`src/hdl/dad_pkg.sv`:
```
// ----------------------------------------------------------------------------
// dad_pkg
// shared constants, types and calendar helpers for the packed date adder
// ----------------------------------------------------------------------------
`default_nettype none

package dad_pkg;

   localparam int unsigned DateW = 27;
   localparam int unsigned AddW  = 32;
   localparam int unsigned ResW  = 25;
   localparam int unsigned SerW  = 20;

   // packed dates bounding years 1980..2200
   localparam logic [26:0] DateLo = 27'd19800000;
   localparam logic [26:0] DateHi = 27'd22009999;

   localparam logic [10:0] YearBase = 11'd1980;
   localparam logic [7:0]  YearSpan = 8'd220;

   // serial of 1979-12-31, of 1980-01-01 and of 2200-12-31
   localparam logic [19:0] SerBase  = 20'd722814;
   localparam logic [19:0] SerFirst = 20'd722815;
   localparam logic [19:0] SerLast  = 20'd803533;

   // reciprocal constants
   localparam int unsigned   DivYK = 35;
   localparam longint unsigned DivYFull = ((64'd1 << DivYK) + 64'd9999) / 64'd10000;
   localparam logic [21:0]   DivYM = 22'(DivYFull);
   localparam int unsigned   DivMK = 27;
   localparam longint unsigned DivMFull = ((64'd1 << DivMK) + 64'd99) / 64'd100;
   localparam logic [20:0]   DivMM = 21'(DivMFull);
   localparam int unsigned   DivQK = 30;
   localparam longint unsigned DivQFull = ((64'd1 << DivQK) + 64'd1460) / 64'd1461;
   localparam logic [19:0]   DivQM = 20'(DivQFull);

   typedef struct packed {
      logic        valid;
      logic        ok;
      logic [19:0] serial;
      logic [31:0] add;
   } mid_type;

   function automatic logic [8:0] month_start(input logic [3:0] m);
      logic [8:0] r;
      case (m)
         4'd1:    r = 9'd0;
         4'd2:    r = 9'd31;
         4'd3:    r = 9'd59;
         4'd4:    r = 9'd90;
         4'd5:    r = 9'd120;
         4'd6:    r = 9'd151;
         4'd7:    r = 9'd181;
         4'd8:    r = 9'd212;
         4'd9:    r = 9'd243;
         4'd10:   r = 9'd273;
         4'd11:   r = 9'd304;
         4'd12:   r = 9'd334;
         default: r = 9'd0;
      endcase
      return r;
   endfunction

   function automatic logic [4:0] month_len(input logic [3:0] m);
      logic [4:0] r;
      case (m)
         4'd2:    r = 5'd28;
         4'd4:    r = 5'd30;
         4'd6:    r = 5'd30;
         4'd9:    r = 5'd30;
         4'd11:   r = 5'd30;
         default: r = 5'd31;
      endcase
      return r;
   endfunction

   // leap year by offset from 1980
   function automatic logic leap_off(input logic [7:0] yo);
      return (yo[1:0] == 2'd0) && (yo != 8'd120) && (yo != 8'd220);
   endfunction

   // day offset of 1 january of year 1980+yo from 1980-01-01
   function automatic logic [16:0] start_of(input logic [8:0] yo);
      logic [16:0] base;
      logic [6:0]  lc;
      base = 17'(yo) * 17'd365;
      lc   = 7'((yo + 9'd3) >> 2);
      return base + 17'(lc) - 17'(yo > 9'd120);
   endfunction

endpackage

`default_nettype wire

```
`src/hdl/dad_if.sv`:
```
// ----------------------------------------------------------------------------
// dad_if
// request and response channel interfaces of the packed date adder
// ----------------------------------------------------------------------------
`default_nettype none

interface dad_req_if;
   logic        valid;
   logic        ready;
   logic [26:0] date_in;
   logic [31:0] day_count;
   modport source (output valid, output date_in, output day_count, input ready);
   modport sink   (input valid, input date_in, input day_count, output ready);
endinterface

interface dad_rsp_if;
   logic        valid;
   logic        ready;
   logic [24:0] result_date;
   logic        date_valid;
   logic [19:0] date_serial;
   modport source (output valid, output result_date, output date_valid,
                   output date_serial, input ready);
   modport sink   (input valid, input result_date, input date_valid,
                   input date_serial, output ready);
endinterface

`default_nettype wire

```
`src/hdl/dad_split.sv`:
```
// ----------------------------------------------------------------------------
// dad_split
// five stages: split the packed date, check it and form its day serial
// ----------------------------------------------------------------------------
`default_nettype none

module dad_split (
   input  wire logic           clock,
   input  wire logic           reset,
   input  wire logic           en,
   input  wire logic           in_valid,
   input  wire logic [26:0]    date_in,
   input  wire logic [31:0]    day_count,
   output dad_pkg::mid_type    mid_out
);

   logic        s1_valid_ff, s2_valid_ff, s3_valid_ff, s4_valid_ff, s5_valid_ff;
   logic        s1_inr_ff, s2_inr_ff, s3_inr_ff, s4_inr_ff;
   logic [21:0] s1_x_ff, s2_x_ff;
   logic [31:0] s1_add_ff, s2_add_ff, s3_add_ff, s4_add_ff, s5_add_ff;
   logic [7:0]  s2_yoff_ff, s3_yoff_ff, s4_yoff_ff;
   logic [13:0] s3_r_ff, s4_r_ff;
   logic [6:0]  s4_mo_ff;
   logic        s5_ok_ff;
   logic [19:0] s5_serial_ff;

   logic        s1_inr_in;
   logic [21:0] s1_x_in;
   logic [43:0] y_prod;
   logic [7:0]  s2_yoff_in;
   logic [21:0] y_mul;
   logic [13:0] s3_r_in;
   logic [34:0] m_prod;
   logic [6:0]  s4_mo_in;
   logic [13:0] m_mul;
   logic [6:0]  dd;
   logic        lp;
   logic [4:0]  mlen;
   logic        s5_ok_in;
   logic [19:0] s5_serial_in;

   always_comb begin
      s1_inr_in  = (date_in >= dad_pkg::DateLo) && (date_in <= dad_pkg::DateHi);
      s1_x_in    = 22'(date_in - dad_pkg::DateLo);
      y_prod     = 44'(s1_x_ff) * 44'(dad_pkg::DivYM);
      s2_yoff_in = y_prod[dad_pkg::DivYK +: 8];
      y_mul      = 22'(s2_yoff_ff) * 22'd10000;
      s3_r_in    = 14'(s2_x_ff - y_mul);
      m_prod     = 35'(s3_r_ff) * 35'(dad_pkg::DivMM);
      s4_mo_in   = m_prod[dad_pkg::DivMK +: 7];
      m_mul      = 14'(s4_mo_ff) * 14'd100;
      dd         = 7'(s4_r_ff - m_mul);
      lp         = dad_pkg::leap_off(s4_yoff_ff);
      mlen       = dad_pkg::month_len(s4_mo_ff[3:0]) +
                   5'(lp && (s4_mo_ff == 7'd2));
      s5_ok_in   = s4_inr_ff && (s4_mo_ff >= 7'd1) && (s4_mo_ff <= 7'd12) &&
                   (dd >= 7'd1) && (dd <= 7'(mlen));
      s5_serial_in = dad_pkg::SerBase
                   + 20'(dad_pkg::start_of({1'b0, s4_yoff_ff}))
                   + 20'(dad_pkg::month_start(s4_mo_ff[3:0]))
                   + 20'(lp && (s4_mo_ff > 7'd2))
                   + 20'(dd);
   end

   always_ff @(posedge clock) begin
      if (reset) begin
         s1_valid_ff <= 1'b0;
         s2_valid_ff <= 1'b0;
         s3_valid_ff <= 1'b0;
         s4_valid_ff <= 1'b0;
         s5_valid_ff <= 1'b0;
      end else if (en) begin
         s1_valid_ff <= in_valid;
         s2_valid_ff <= s1_valid_ff;
         s3_valid_ff <= s2_valid_ff;
         s4_valid_ff <= s3_valid_ff;
         s5_valid_ff <= s4_valid_ff;
      end
   end

   always_ff @(posedge clock) begin
      if (en) begin
         s1_inr_ff    <= s1_inr_in;
         s1_x_ff      <= s1_x_in;
         s1_add_ff    <= day_count;
         s2_inr_ff    <= s1_inr_ff;
         s2_x_ff      <= s1_x_ff;
         s2_add_ff    <= s1_add_ff;
         s2_yoff_ff   <= s2_yoff_in;
         s3_inr_ff    <= s2_inr_ff;
         s3_add_ff    <= s2_add_ff;
         s3_yoff_ff   <= s2_yoff_ff;
         s3_r_ff      <= s3_r_in;
         s4_inr_ff    <= s3_inr_ff;
         s4_add_ff    <= s3_add_ff;
         s4_yoff_ff   <= s3_yoff_ff;
         s4_r_ff      <= s3_r_ff;
         s4_mo_ff     <= s4_mo_in;
         s5_ok_ff     <= s5_ok_in;
         s5_serial_ff <= s5_ok_in ? s5_serial_in : 20'd0;
         s5_add_ff    <= s4_add_ff;
      end
   end

   assign mid_out.valid  = s5_valid_ff;
   assign mid_out.ok     = s5_ok_ff;
   assign mid_out.serial = s5_serial_ff;
   assign mid_out.add    = s5_add_ff;

   a_serial_span: assert property (@(posedge clock) disable iff (reset)
      s5_valid_ff && s5_ok_ff |->
         (s5_serial_ff >= dad_pkg::SerFirst) && (s5_serial_ff <= dad_pkg::SerLast))
      else $error("serial of a valid date out of span");

   a_bad_serial_zero: assert property (@(posedge clock) disable iff (reset)
      s5_valid_ff && !s5_ok_ff |-> s5_serial_ff == 20'd0)
      else $error("invalid date with nonzero serial");

   a_year_quot: assert property (@(posedge clock) disable iff (reset)
      s3_valid_ff && s3_inr_ff |-> (s3_yoff_ff <= dad_pkg::YearSpan) && (s3_r_ff < 14'd10000))
      else $error("year split out of range");

endmodule

`default_nettype wire

```
`src/hdl/dad_conv.sv`:
```
// ----------------------------------------------------------------------------
// dad_conv
// five stages: add the day count and turn the sum back into a packed date
// ----------------------------------------------------------------------------
`default_nettype none

module dad_conv (
   input  wire logic             clock,
   input  wire logic             reset,
   input  wire dad_pkg::mid_type mid_in,
   input  wire logic             rsp_ready,
   output logic                  en,
   output logic                  rsp_valid,
   output logic [24:0]           result_date,
   output logic                  date_valid,
   output logic [19:0]           date_serial
);

   logic        s6_valid_ff, s7_valid_ff, s8_valid_ff, s9_valid_ff, s10_valid_ff;
   logic        s6_ok_ff, s7_ok_ff, s8_ok_ff, s9_ok_ff, s10_ok_ff;
   logic        s6_inr_ff, s7_inr_ff, s8_inr_ff, s9_inr_ff;
   logic [19:0] s6_ser_ff, s7_ser_ff, s8_ser_ff, s9_ser_ff, s10_ser_ff;
   logic [16:0] s6_t_ff, s7_t_ff;
   logic [7:0]  s7_e_ff, s8_y_ff, s9_y_ff;
   logic [8:0]  s8_doy_ff;
   logic [3:0]  s9_m_ff;
   logic [4:0]  s9_d_ff;
   logic [24:0] s10_res_ff;

   logic [32:0] sum;
   logic        s6_inr_in;
   logic [16:0] s6_t_in;
   logic [38:0] q_prod;
   logic [8:0]  e_raw;
   logic [7:0]  s7_e_in;
   logic [16:0] st0, st1, stm;
   logic [7:0]  s8_y_in;
   logic [16:0] doy_w;
   logic        lp;
   logic [3:0]  s9_m_in;
   logic [9:0]  thr;
   logic [9:0]  base_m;
   logic [4:0]  s9_d_in;
   logic [24:0] s10_res_in;

   assign en = !s10_valid_ff || rsp_ready;

   always_comb begin
      sum       = 33'(mid_in.serial) + 33'(mid_in.add);
      s6_inr_in = mid_in.ok && (sum <= 33'(dad_pkg::SerLast));
      s6_t_in   = 17'(sum - 33'(dad_pkg::SerFirst));

      q_prod  = 39'({s6_t_ff, 2'b00}) * 39'(dad_pkg::DivQM);
      e_raw   = q_prod[dad_pkg::DivQK +: 9];
      s7_e_in = (e_raw > 9'(dad_pkg::YearSpan)) ? dad_pkg::YearSpan : e_raw[7:0];

      st0 = dad_pkg::start_of({1'b0, s7_e_ff});
      st1 = dad_pkg::start_of(9'(s7_e_ff) + 9'd1);
      stm = dad_pkg::start_of(9'(s7_e_ff) - 9'd1);
      if ((s7_e_ff < dad_pkg::YearSpan) && (s7_t_ff >= st1)) begin
         s8_y_in = s7_e_ff + 8'd1;
         doy_w   = s7_t_ff - st1;
      end else if ((s7_t_ff < st0) && (s7_e_ff != 8'd0)) begin
         s8_y_in = s7_e_ff - 8'd1;
         doy_w   = s7_t_ff - stm;
      end else begin
         s8_y_in = s7_e_ff;
         doy_w   = s7_t_ff - st0;
      end

      lp      = dad_pkg::leap_off(s8_y_ff);
      s9_m_in = 4'd1;
      for (int i = 2; i <= 12; i++) begin
         thr = 10'(dad_pkg::month_start(4'(i))) + 10'(lp && (i > 2));
         if ({1'b0, s8_doy_ff} >= thr) begin
            s9_m_in = 4'(i);
         end
      end
      base_m  = 10'(dad_pkg::month_start(s9_m_in)) + 10'(lp && (s9_m_in > 4'd2));
      s9_d_in = 5'({1'b0, s8_doy_ff} - base_m + 10'd1);

      s10_res_in = (25'(s9_y_ff) + 25'(dad_pkg::YearBase)) * 25'd10000
                 + 25'(25'(s9_m_ff) * 25'd100) + 25'(s9_d_ff);
   end

   always_ff @(posedge clock) begin
      if (reset) begin
         s6_valid_ff  <= 1'b0;
         s7_valid_ff  <= 1'b0;
         s8_valid_ff  <= 1'b0;
         s9_valid_ff  <= 1'b0;
         s10_valid_ff <= 1'b0;
      end else if (en) begin
         s6_valid_ff  <= mid_in.valid;
         s7_valid_ff  <= s6_valid_ff;
         s8_valid_ff  <= s7_valid_ff;
         s9_valid_ff  <= s8_valid_ff;
         s10_valid_ff <= s9_valid_ff;
      end
   end

   always_ff @(posedge clock) begin
      if (en) begin
         s6_ok_ff   <= mid_in.ok;
         s6_ser_ff  <= mid_in.serial;
         s6_inr_ff  <= s6_inr_in;
         s6_t_ff    <= s6_t_in;
         s7_ok_ff   <= s6_ok_ff;
         s7_ser_ff  <= s6_ser_ff;
         s7_inr_ff  <= s6_inr_ff;
         s7_t_ff    <= s6_t_ff;
         s7_e_ff    <= s7_e_in;
         s8_ok_ff   <= s7_ok_ff;
         s8_ser_ff  <= s7_ser_ff;
         s8_inr_ff  <= s7_inr_ff;
         s8_y_ff    <= s8_y_in;
         s8_doy_ff  <= 9'(doy_w);
         s9_ok_ff   <= s8_ok_ff;
         s9_ser_ff  <= s8_ser_ff;
         s9_inr_ff  <= s8_inr_ff;
         s9_y_ff    <= s8_y_ff;
         s9_m_ff    <= s9_m_in;
         s9_d_ff    <= s9_d_in;
         s10_ok_ff  <= s9_ok_ff;
         s10_ser_ff <= s9_ser_ff;
         s10_res_ff <= s9_inr_ff ? s10_res_in : 25'd0;
      end
   end

   assign rsp_valid   = s10_valid_ff;
   assign result_date = s10_res_ff;
   assign date_valid  = s10_ok_ff;
   assign date_serial = s10_ser_ff;

   a_invalid_zero: assert property (@(posedge clock) disable iff (reset)
      s10_valid_ff && !s10_ok_ff |-> (s10_res_ff == 25'd0) && (s10_ser_ff == 20'd0))
      else $error("invalid date gives nonzero result");

   a_doy_range: assert property (@(posedge clock) disable iff (reset)
      s8_valid_ff && s8_inr_ff |-> (s8_doy_ff < 9'd366) && (s8_y_ff <= dad_pkg::YearSpan))
      else $error("year search missed");

   a_month_day: assert property (@(posedge clock) disable iff (reset)
      s9_valid_ff && s9_inr_ff |->
         (s9_m_ff >= 4'd1) && (s9_m_ff <= 4'd12) && (s9_d_ff >= 5'd1))
      else $error("month walk out of range");

endmodule

`default_nettype wire

```
`src/hdl/packed_date_add_days.sv`:
```
// ----------------------------------------------------------------------------
// packed_date_add_days
// adds a day count to a packed YYYYMMDD date, years 1980 to 2200
// ----------------------------------------------------------------------------
//  channel   direction  contents
//  req_ch    in         date_in, day_count
//  rsp_ch    out        result_date, date_valid, date_serial
//
//  ten register stages, one transfer in each cycle while the response is taken or the last stage is empty
//  the stage count is set by the three reciprocal multiplies and the year search
//  reset clears the stage valid bits only
//  a held response stalls every stage together; nothing is dropped or repeated
// ----------------------------------------------------------------------------
`default_nettype none

module packed_date_add_days (
   input  wire logic  clock,
   input  wire logic  reset,
   dad_req_if.sink    req_ch,
   dad_rsp_if.source  rsp_ch
);

   logic             en;
   dad_pkg::mid_type mid;

   assign req_ch.ready = en;

   dad_split u_split (
      .clock     (clock),
      .reset     (reset),
      .en        (en),
      .in_valid  (req_ch.valid),
      .date_in   (req_ch.date_in),
      .day_count (req_ch.day_count),
      .mid_out   (mid)
   );

   dad_conv u_conv (
      .clock       (clock),
      .reset       (reset),
      .mid_in      (mid),
      .rsp_ready   (rsp_ch.ready),
      .en          (en),
      .rsp_valid   (rsp_ch.valid),
      .result_date (rsp_ch.result_date),
      .date_valid  (rsp_ch.date_valid),
      .date_serial (rsp_ch.date_serial)
   );

endmodule

`default_nettype wire

```
`src/flat_wrapper.sv`:
```
// flat-port wrapper written by rule: the top's interface ports become plain ports
module packed_date_add_days_flat 
  (clock, reset, req_ch_valid, req_ch_date_in, req_ch_day_count, req_ch_ready, rsp_ch_valid, rsp_ch_result_date, rsp_ch_date_valid, rsp_ch_date_serial, rsp_ch_ready);
  dad_req_if req_ch_i ();
  dad_rsp_if rsp_ch_i ();
  input  wire logic clock;
  input  wire logic reset;
  input wire logic [$bits(req_ch_i.valid)-1:0] req_ch_valid;
  input wire logic [$bits(req_ch_i.date_in)-1:0] req_ch_date_in;
  input wire logic [$bits(req_ch_i.day_count)-1:0] req_ch_day_count;
  output wire logic [$bits(req_ch_i.ready)-1:0] req_ch_ready;
  output wire logic [$bits(rsp_ch_i.valid)-1:0] rsp_ch_valid;
  output wire logic [$bits(rsp_ch_i.result_date)-1:0] rsp_ch_result_date;
  output wire logic [$bits(rsp_ch_i.date_valid)-1:0] rsp_ch_date_valid;
  output wire logic [$bits(rsp_ch_i.date_serial)-1:0] rsp_ch_date_serial;
  input wire logic [$bits(rsp_ch_i.ready)-1:0] rsp_ch_ready;
  assign req_ch_i.valid = req_ch_valid;
  assign req_ch_i.date_in = req_ch_date_in;
  assign req_ch_i.day_count = req_ch_day_count;
  assign req_ch_ready = req_ch_i.ready;
  assign rsp_ch_valid = rsp_ch_i.valid;
  assign rsp_ch_result_date = rsp_ch_i.result_date;
  assign rsp_ch_date_valid = rsp_ch_i.date_valid;
  assign rsp_ch_date_serial = rsp_ch_i.date_serial;
  assign rsp_ch_i.ready = rsp_ch_ready;
  packed_date_add_days u_core (.clock(clock), .reset(reset), .req_ch(req_ch_i), .rsp_ch(rsp_ch_i));
endmodule
```
`config.mk`:
```
export PLATFORM = sky130hd
export DESIGN_NAME = packed_date_add_days_flat
export DESIGN_NICKNAME = d
export VERILOG_FILES = /design/src/hdl/dad_pkg.sv /design/src/hdl/dad_if.sv /design/src/hdl/dad_split.sv /design/src/hdl/dad_conv.sv /design/src/hdl/packed_date_add_days.sv /design/src/flat_wrapper.sv
export SDC_FILE = /design/constraint.sdc
export NUM_CORES = 2
export LEC_CHECK = 0
export ABC_AREA = 1
export BUFFER_PORTS_ARGS = -buffer_cell sky130_fd_sc_hd__buf_2
export CAP_MARGIN = 20
export CORE_AREA = 2 2 314 316
export DETAILED_ROUTE_END_ITERATION = 10
export DIE_AREA = 0 0 316 318
export PLACE_DENSITY = 0.74
export SYNTH_ARGS = -nofsm -noshare
export SYNTH_HDL_FRONTEND = slang
export SYNTH_SLANG_ARGS = --single-unit
```
`constraint.sdc`:
```
create_clock -name clock -period 18.3 [get_ports clock]
set_input_delay 0.915 -clock clock [delete_from_list [all_inputs] [get_ports clock]]
set_output_delay 0.915 -clock clock [all_outputs]
set_load 0.03 [all_outputs]
```
=== Word level (Yosys, flattened, before mapping) ===
Memories as Yosys holds them, arrays and structs flattened. A register that Yosys moved wholly into a read port is not among the register bits.
Index checks and enable logic that the tools add are counted.

* Bits in registers: 493
* Latch bits: 0
* RAM bits: 0
* Bits in read-only memories: 288
* Input bits: 63
* Logic and storage cells: 186
* Memories kept: 2

* Add/subtract/negate cells: 45
* Multiply operators: 11
* Divide/modulo/power cells: 0
* Order comparisons: 28
* Equal/unequal tests: 10
* Shift operators: 0
* Muxes and demuxes: 17
* Bitwise operators: 0
* Reduce and logical (&&, ||, !) cells: 21

{| class="wikitable"
|+ Memories
! memory !! depth !! width !! read ports !! clocked after Yosys merged registers in !! write ports !! line !! text
|-
| (no name shown) || 16 || 9 || 1 || 0 || 0 || dad_pkg.sv:46 || <nowiki>case (m)</nowiki>
|-
| (no name shown) || 16 || 9 || 1 || 1 || 0 || dad_pkg.sv:46 ||
|}

{| class="wikitable"
|+ Operators by type and width
! cell !! number
|-
| adder 17 x 7 -> 17 bit || 3
|-
| subtractor 17 x 1 -> 17 bit || 3
|-
| multiplier 22 x 21 -> 42 bit, second input constant || 1
|-
| multiplier 17 x 20 -> 37 bit, second input constant || 1
|-
| adder 8 x 1 -> 9 bit, first input constant || 4
|-
| >= comparator 9 bit || 4
|-
| multiplier 8 x 9 -> 17 bit, second input constant || 2
|-
| adder 20 x 32 -> 33 bit || 1
|-
| <= comparator 33 x 20 -> 1 bit, second input constant || 1
|-
| multiplier 14 x 20 -> 33 bit, second input constant || 1
|-
| adder 9 x 1 -> 10 bit, first input constant || 3
|-
| >= comparator 9 x 10 -> 1 bit || 3
|-
| >= comparator 27 x 25 -> 1 bit, second input constant || 1
|-
| <= comparator 27 x 25 -> 1 bit, second input constant || 1
|-
| subtractor 9 bit || 3
|-
| adder 25 x 11 -> 25 bit || 1
|-
| adder 25 x 5 -> 25 bit || 1
|-
| two-way mux 4 bit || 6
|-
| subtractor 22 bit, second input constant || 1
|-
| multiplier 12 x 10 -> 21 bit, second input constant || 1
|-
| adder 20 x 1 -> 20 bit || 1
|-
| adder 20 x 17 -> 20 bit, first input constant || 1
|-
| adder 20 x 7 -> 20 bit || 1
|-
| adder 20 x 9 -> 20 bit || 1
|-
| 53 further kinds || 86
|}

=== Logic depth before layout (Yosys ltp) ===
* Word-level depth: 20
* Mapped depth: 36
* Gate-level depth less buffers: 35

=== Hierarchy ===
From an unflattened synthesis, not the netlist that was laid out.

* Cells, all modules: 5686
* Area total of the unflattened synthesis: 54053.1 um2

{| class="wikitable"
|+ By module, submodules not included
! module !! times used !! cells each !! area each (um2) !! sequential area each (um2)
|-
| dad_split || 1 || 2700 || 27627.7 || 8478.1
|-
| dad_conv || 1 || 2986 || 26425.3 || 6406.1
|}

=== Least setup slack after synthesis ===
OpenSTA, ideal clock, no wires.

* Kind: input port to flip-flop
* Start point: input port rsp_ch_ready
* End point: register u_core.u_conv.s10_ser_ff[0], in the netlist u_core.u_conv.date_serial[0] (enable)
* Library setup time: 1.047 ns
* Arrival time: 14.619 ns
* Required time: 17.253 ns
* Setup slack: 2.634 ns
* Stages: 3
* Cell sequence: nor2_1 > inv_1 > clkbuf_1

* Longest elaborated chain between the ends: 1

{| class="wikitable"
|+ Ends and longest elaborated chain
! item !! line !! text
|-
| start, declared || flat_wrapper.sv:16 || <nowiki>input wire logic [$bits(rsp_ch_i.ready)-1:0] rsp_ch_ready;</nowiki>
|-
| logical OR 1 bit || dad_conv.sv:46 || <nowiki>assign en = !s10_valid_ff || rsp_ready;</nowiki>
|-
| net req_ch_ready || flat_wrapper.sv:11 || <nowiki>output wire logic [$bits(req_ch_i.ready)-1:0] req_ch_ready;</nowiki>
|-
| end signal, assigned || dad_conv.sv:125 || <nowiki>s10_ser_ff <= s9_ser_ff;</nowiki>
|-
| end, declared || dad_conv.sv:22 || <nowiki>logic [19:0] s6_ser_ff, s7_ser_ff, s8_ser_ff, s9_ser_ff, s10_ser_ff;</nowiki>
|}

The timed path passes the listed nets, and every way through them passes these cells.
A chain may end at the register's enable or synchronous reset.

=== Final worst setup path ===
* Start point: register u_core.u_conv.s7_e_ff[4]
* End point: register u_core.u_conv.s8_doy_ff[1], data pin

* Longest elaborated chain between the ends: 7
* Elaborated cells on any way between the ends: 25
* Classes of those cells: 12 x add/sub; 2 x mul; 6 x order compare; 2 x mux; 3 x reduce/logical

{| class="wikitable"
|+ Ends and longest elaborated chain
! item !! line !! text
|-
| start, declared || dad_conv.sv:24 || <nowiki>logic [7:0] s7_e_ff, s8_y_ff, s9_y_ff;</nowiki>
|-
| start signal, assigned || dad_conv.sv:112 || <nowiki>s7_e_ff <= s7_e_in;</nowiki>
|-
| adder 8 x 1 -> 9 bit, or another cell as far along || dad_conv.sv:58 || <nowiki>st1 = dad_pkg::start_of(9'(s7_e_ff) + 9'd1);</nowiki>
|-
| multiplier 9 x 9 -> 17 bit, or another cell as far along || dad_pkg.sv:86 || <nowiki>base = 17'(yo) * 17'd365;</nowiki>
|-
| adder 17 x 7 -> 17 bit / subtractor 17 x 1 -> 17 bit (equally long branches) || dad_pkg.sv:88 || <nowiki>return base + 17'(lc) - 17'(yo > 9'd120);</nowiki>
|-
| subtractor 17 x 1 -> 17 bit / less-than comparator 17 bit (equally long branches) || dad_pkg.sv:88, dad_conv.sv:63 ||
|-
| >= comparator 17 bit / logical AND 1 bit (equally long branches) || dad_conv.sv:60, dad_conv.sv:63 ||
|-
| logical AND 1 bit / two-way mux 9 bit (equally long branches) || dad_conv.sv:60, dad_conv.sv:63 ||
|-
| two-way mux 9 bit * || dad_conv.sv:60 || <nowiki>if ((s7_e_ff < dad_pkg::YearSpan) && (s7_t_ff >= st1)) begin</nowiki>
|-
| net u_core.u_conv.doy_w[1] || dad_conv.sv:38 || <nowiki>logic [16:0] doy_w;</nowiki>
|-
| end signal, assigned || dad_conv.sv:117 || <nowiki>s8_doy_ff <= 9'(doy_w);</nowiki>
|-
| end, declared || dad_conv.sv:25 || <nowiki>logic [8:0] s8_doy_ff;</nowiki>
|}

The timed path passes the listed nets; every way through them passes the cells marked *.

==> impl_metrics.env <==
export IMPL_hold_buffers=0
export IMPL_status="completed"
export IMPL_cts_setup_buffers=0
export IMPL_finalCritPeriodShare_pct=49.5
export IMPL_max_stage_delay_ns=0.67
export IMPL_netlist_area_um2=53100
export IMPL_hold_violations=0
export IMPL_routedWlPerCell_um=16.7
export IMPL_max_freq_mhz=110
export IMPL_netlist_instances=5468
export IMPL_diodes=0
export IMPL_area_delta_synth_final_pct=7.44
export IMPL_fp_coreArea_um2=97400
export IMPL_setup_viol=0
export IMPL_grt_pass1_vias=37632
export IMPL_gp_congestion=0.963
export IMPL_cts_tree="done"
export IMPL_synthSimpleGateAreaFrac_pct=11.2
export IMPL_slew_viol_final=0
export IMPL_yosys_area_top_type="edfxtp_1"
export IMPL_die_w_um=316
export IMPL_synth_xor_area_share_pct=3.74
export IMPL_overflow=0
export IMPL_synthArstFlopShare_pct=0
export IMPL_ys_seq_area_share_pct=28.0
export IMPL_grt_pass1_wl_um=191000
export IMPL_synth_cell_types=56
export IMPL_synth_avg_cell_area_um2=9.72
export IMPL_dp_hpwl_um=97200
export IMPL_ys_top_cells_by_area="edfxtp_1 27%, ha_1 21%, fa_1 20%"
export IMPL_nNetsFinal=7130
export IMPL_fin_worst_skew_ns=0.0529
export IMPL_place_port_buffers=110
export IMPL_synth_top_family_by_area="adder cells"
export IMPL_fp_row_count=115
export IMPL_worstMarginPinSlew_ns=0.998
export IMPL_startpoint_type="flop"
export IMPL_synth_warnings=0
export IMPL_postRouteAntennaNets=0
export IMPL_clk_insertion_delay_late_ns=0.67
export IMPL_die_area_um2=100000
export IMPL_synthFlopType="edfxtp_1"
export IMPL_relSlewSlack_pct=33.5
export IMPL_rsz0062_at_grt="no"
export IMPL_grt_max_degree=177
export IMPL_start_util_pct=54.5
export IMPL_grt_usage_pct=24.0
export IMPL_final_cell_mix="1275 x inv_1, 901 x ha_1, 788 x nand2_1, 542 x fa_1, 483 x edfxtp_1"
export IMPL_synth_compound_area_share_pct=6.21
export IMPL_vias_per_cell=5.27
export IMPL_die_h_um=318
export IMPL_fin_crit_ns=9.05
export IMPL_htree_num_levels=2
export IMPL_routed_via_count=36664
export IMPL_tns_ns=0
export IMPL_worstPathArrival_ns=9.46
export IMPL_dr_pass1_iters=7
export IMPL_crit_required_ns=18.71
export IMPL_crit_slowest_cell="nand2_1"
export IMPL_io_pins=111
export IMPL_synth_adder_area_share_pct=41.6
export IMPL_cts_root_buffer="clkbuf_16"
export IMPL_synth_top_cell_area_share_pct=27.3
export IMPL_hold_class="reg -> reg"
export IMPL_synth_mux_area_share_pct=0
export IMPL_post_cts_resized=0
export IMPL_hold_ws_ns=0.403
export IMPL_maxCapViolCount=0
export IMPL_mostFrequentLayoutCell="inv_1"
export IMPL_clock_sinks=502
export IMPL_clock_path_buffers=3
export IMPL_endpoint_kind="flop"
export IMPL_layout_drive_gt1_share_pct=4.43
export IMPL_cpMostUsedCell="inv_1"
export IMPL_ys_ff_latch=502
export IMPL_cts_clk_slew_worst_paths_ns=0.06
export IMPL_synth_edf_count=483
export IMPL_wl_um=116000
export IMPL_antenna_found_initial=0
export IMPL_first_iter_violations=2324
export IMPL_drc_errors=0
export IMPL_path_class="reg -> reg"
export IMPL_worst_path_max_fanout=25
export IMPL_cts_buffers=54
export IMPL_synth_fp_nets=6974
## routing by layer
layer / vias to the layer above / track usage [%] / part of all wire, %
li1: 17978 / - / -
met1: 17535 / 31.4 / 43
met2: 898 / 40.6 / 48
met3: 253 / 2.47 / 4.2
met4: 0 / 9.98 / 4.6
met5: - / 0 / 0
## Yosys cell counts, types with 8 or more instances
cell       instances
a21o_1            22
a21oi_1          306
a31oi_1           19
clkbuf_1          13
dfxtp_1           19
edfxtp_1         483
fa_1             542
ha_1             901
inv_1           1276
nand2_1          788
nand2_2            9
nand3_1          171
nand3b_1          12
nand4_1           54
nor2_1           276
nor3_1            46
nor4_1            24
o2111ai_1          8
o211ai_1          19
o21a_1            13
o21ai_0          138
o21bai_1          23
o31ai_1           10
or2_2              9
xnor2_1           78
xor2_1           138
## path summary, 6_finish.rpt
| check | start | endpoint | slack (ns) | depth (start not counted) |
|---|---|---|---|---|
| hold reg to reg | u_core.u_split.s1_inr_ff$_DFFE_PN_ | u_core.u_split.s2_inr_ff$_DFFE_PN_ | 0.40 | 0 |
| setup / recovery | u_core.u_conv.s7_e_ff[4]$_SDFFCE_PN1N_ | u_core.u_conv.s8_doy_ff[1]$_DFFE_PN_ | 9.25 | 34 |
| setup reg to reg | u_core.u_conv.s7_e_ff[4]$_SDFFCE_PN1N_ | u_core.u_conv.s8_doy_ff[1]$_DFFE_PN_ | 9.25 | 34 |
| hold / removal | u_core.u_split.s1_inr_ff$_DFFE_PN_ | u_core.u_split.s2_inr_ff$_DFFE_PN_ | 0.40 | 0 |
## registers in the layout, summed over array words and instances (netlist names), 9 cells and up, named ones only
name,cells
u_core.u_conv.date_serial,20
u_core.u_conv.result_date,25
u_core.u_conv.s6_ser_ff,20
u_core.u_conv.s6_t_ff,17
u_core.u_conv.s7_ser_ff,20
u_core.u_conv.s7_t_ff,17
u_core.u_conv.s8_doy_ff,9
u_core.u_conv.s8_ser_ff,20
u_core.u_conv.s9_ser_ff,20
u_core.u_split.s1_add_ff,32
u_core.u_split.s1_x_ff,22
u_core.u_split.s2_add_ff,32
u_core.u_split.s2_x_ff,14
u_core.u_split.s3_add_ff,32
u_core.u_split.s3_r_ff,14
u_core.u_split.s4_add_ff,32
u_core.u_split.s5_add_ff,32
u_core.u_split.s5_serial_ff,20
## critical path, delay by kind of cell, from the launching register on
family	cells	cell delay, ns
compound gates	9	1.47
buf+inv	8	1.13
fa+ha+maj	8	3.48
xor+xnor	2	0.72
simple gates	7	1.34
flops	1	0.65
## layout make-up
class | instances | area (um2)
Clock buffer | 67 | 1430
Clock inverter | 31 | 359
Fill cell | 8221 | 40300
Inverter | 1285 | 4830
Multi-Input combinational cell | 3665 | 33400
Sequential cell | 502 | 14900
Tap cell | 1287 | 1610
Timing Repair Buffer | 116 | 608
## stage by stage
step | util (%) | setup slack, ns | instance area (um2) | cells
3_3_place_gp | 56.8 | 9.57 | 55300 | 6855
6_report | 58.6 | 9.25 | 57100 | 6953
5_1_grt | 58.6 | 8.64 | 57100 | 6953
3_5_place_dp | 56.8 | 9.43 | 55300 | 6855
2_1_floorplan | - | 2.63 | 53100 | 5468
4_1_cts | 58.6 | 9.38 | 57100 | 6953
## cell families (layout without fill, tap and decap cells)
group | Yosys count | after routing
XOR/XNOR | 222 | 222
AO/OA/AOI/OAI | 589 | 589
flip-flops | 502 | 502
buffers and inverters | 1301 | 1499
adder cells (fa/ha/maj) | 1443 | 1443
AND/OR/NAND/NOR | 1411 | 1411
Power is left out: the tool's default activity adds up to more than one toggle a clock period on the data nets, which glitch-free logic cannot reach.
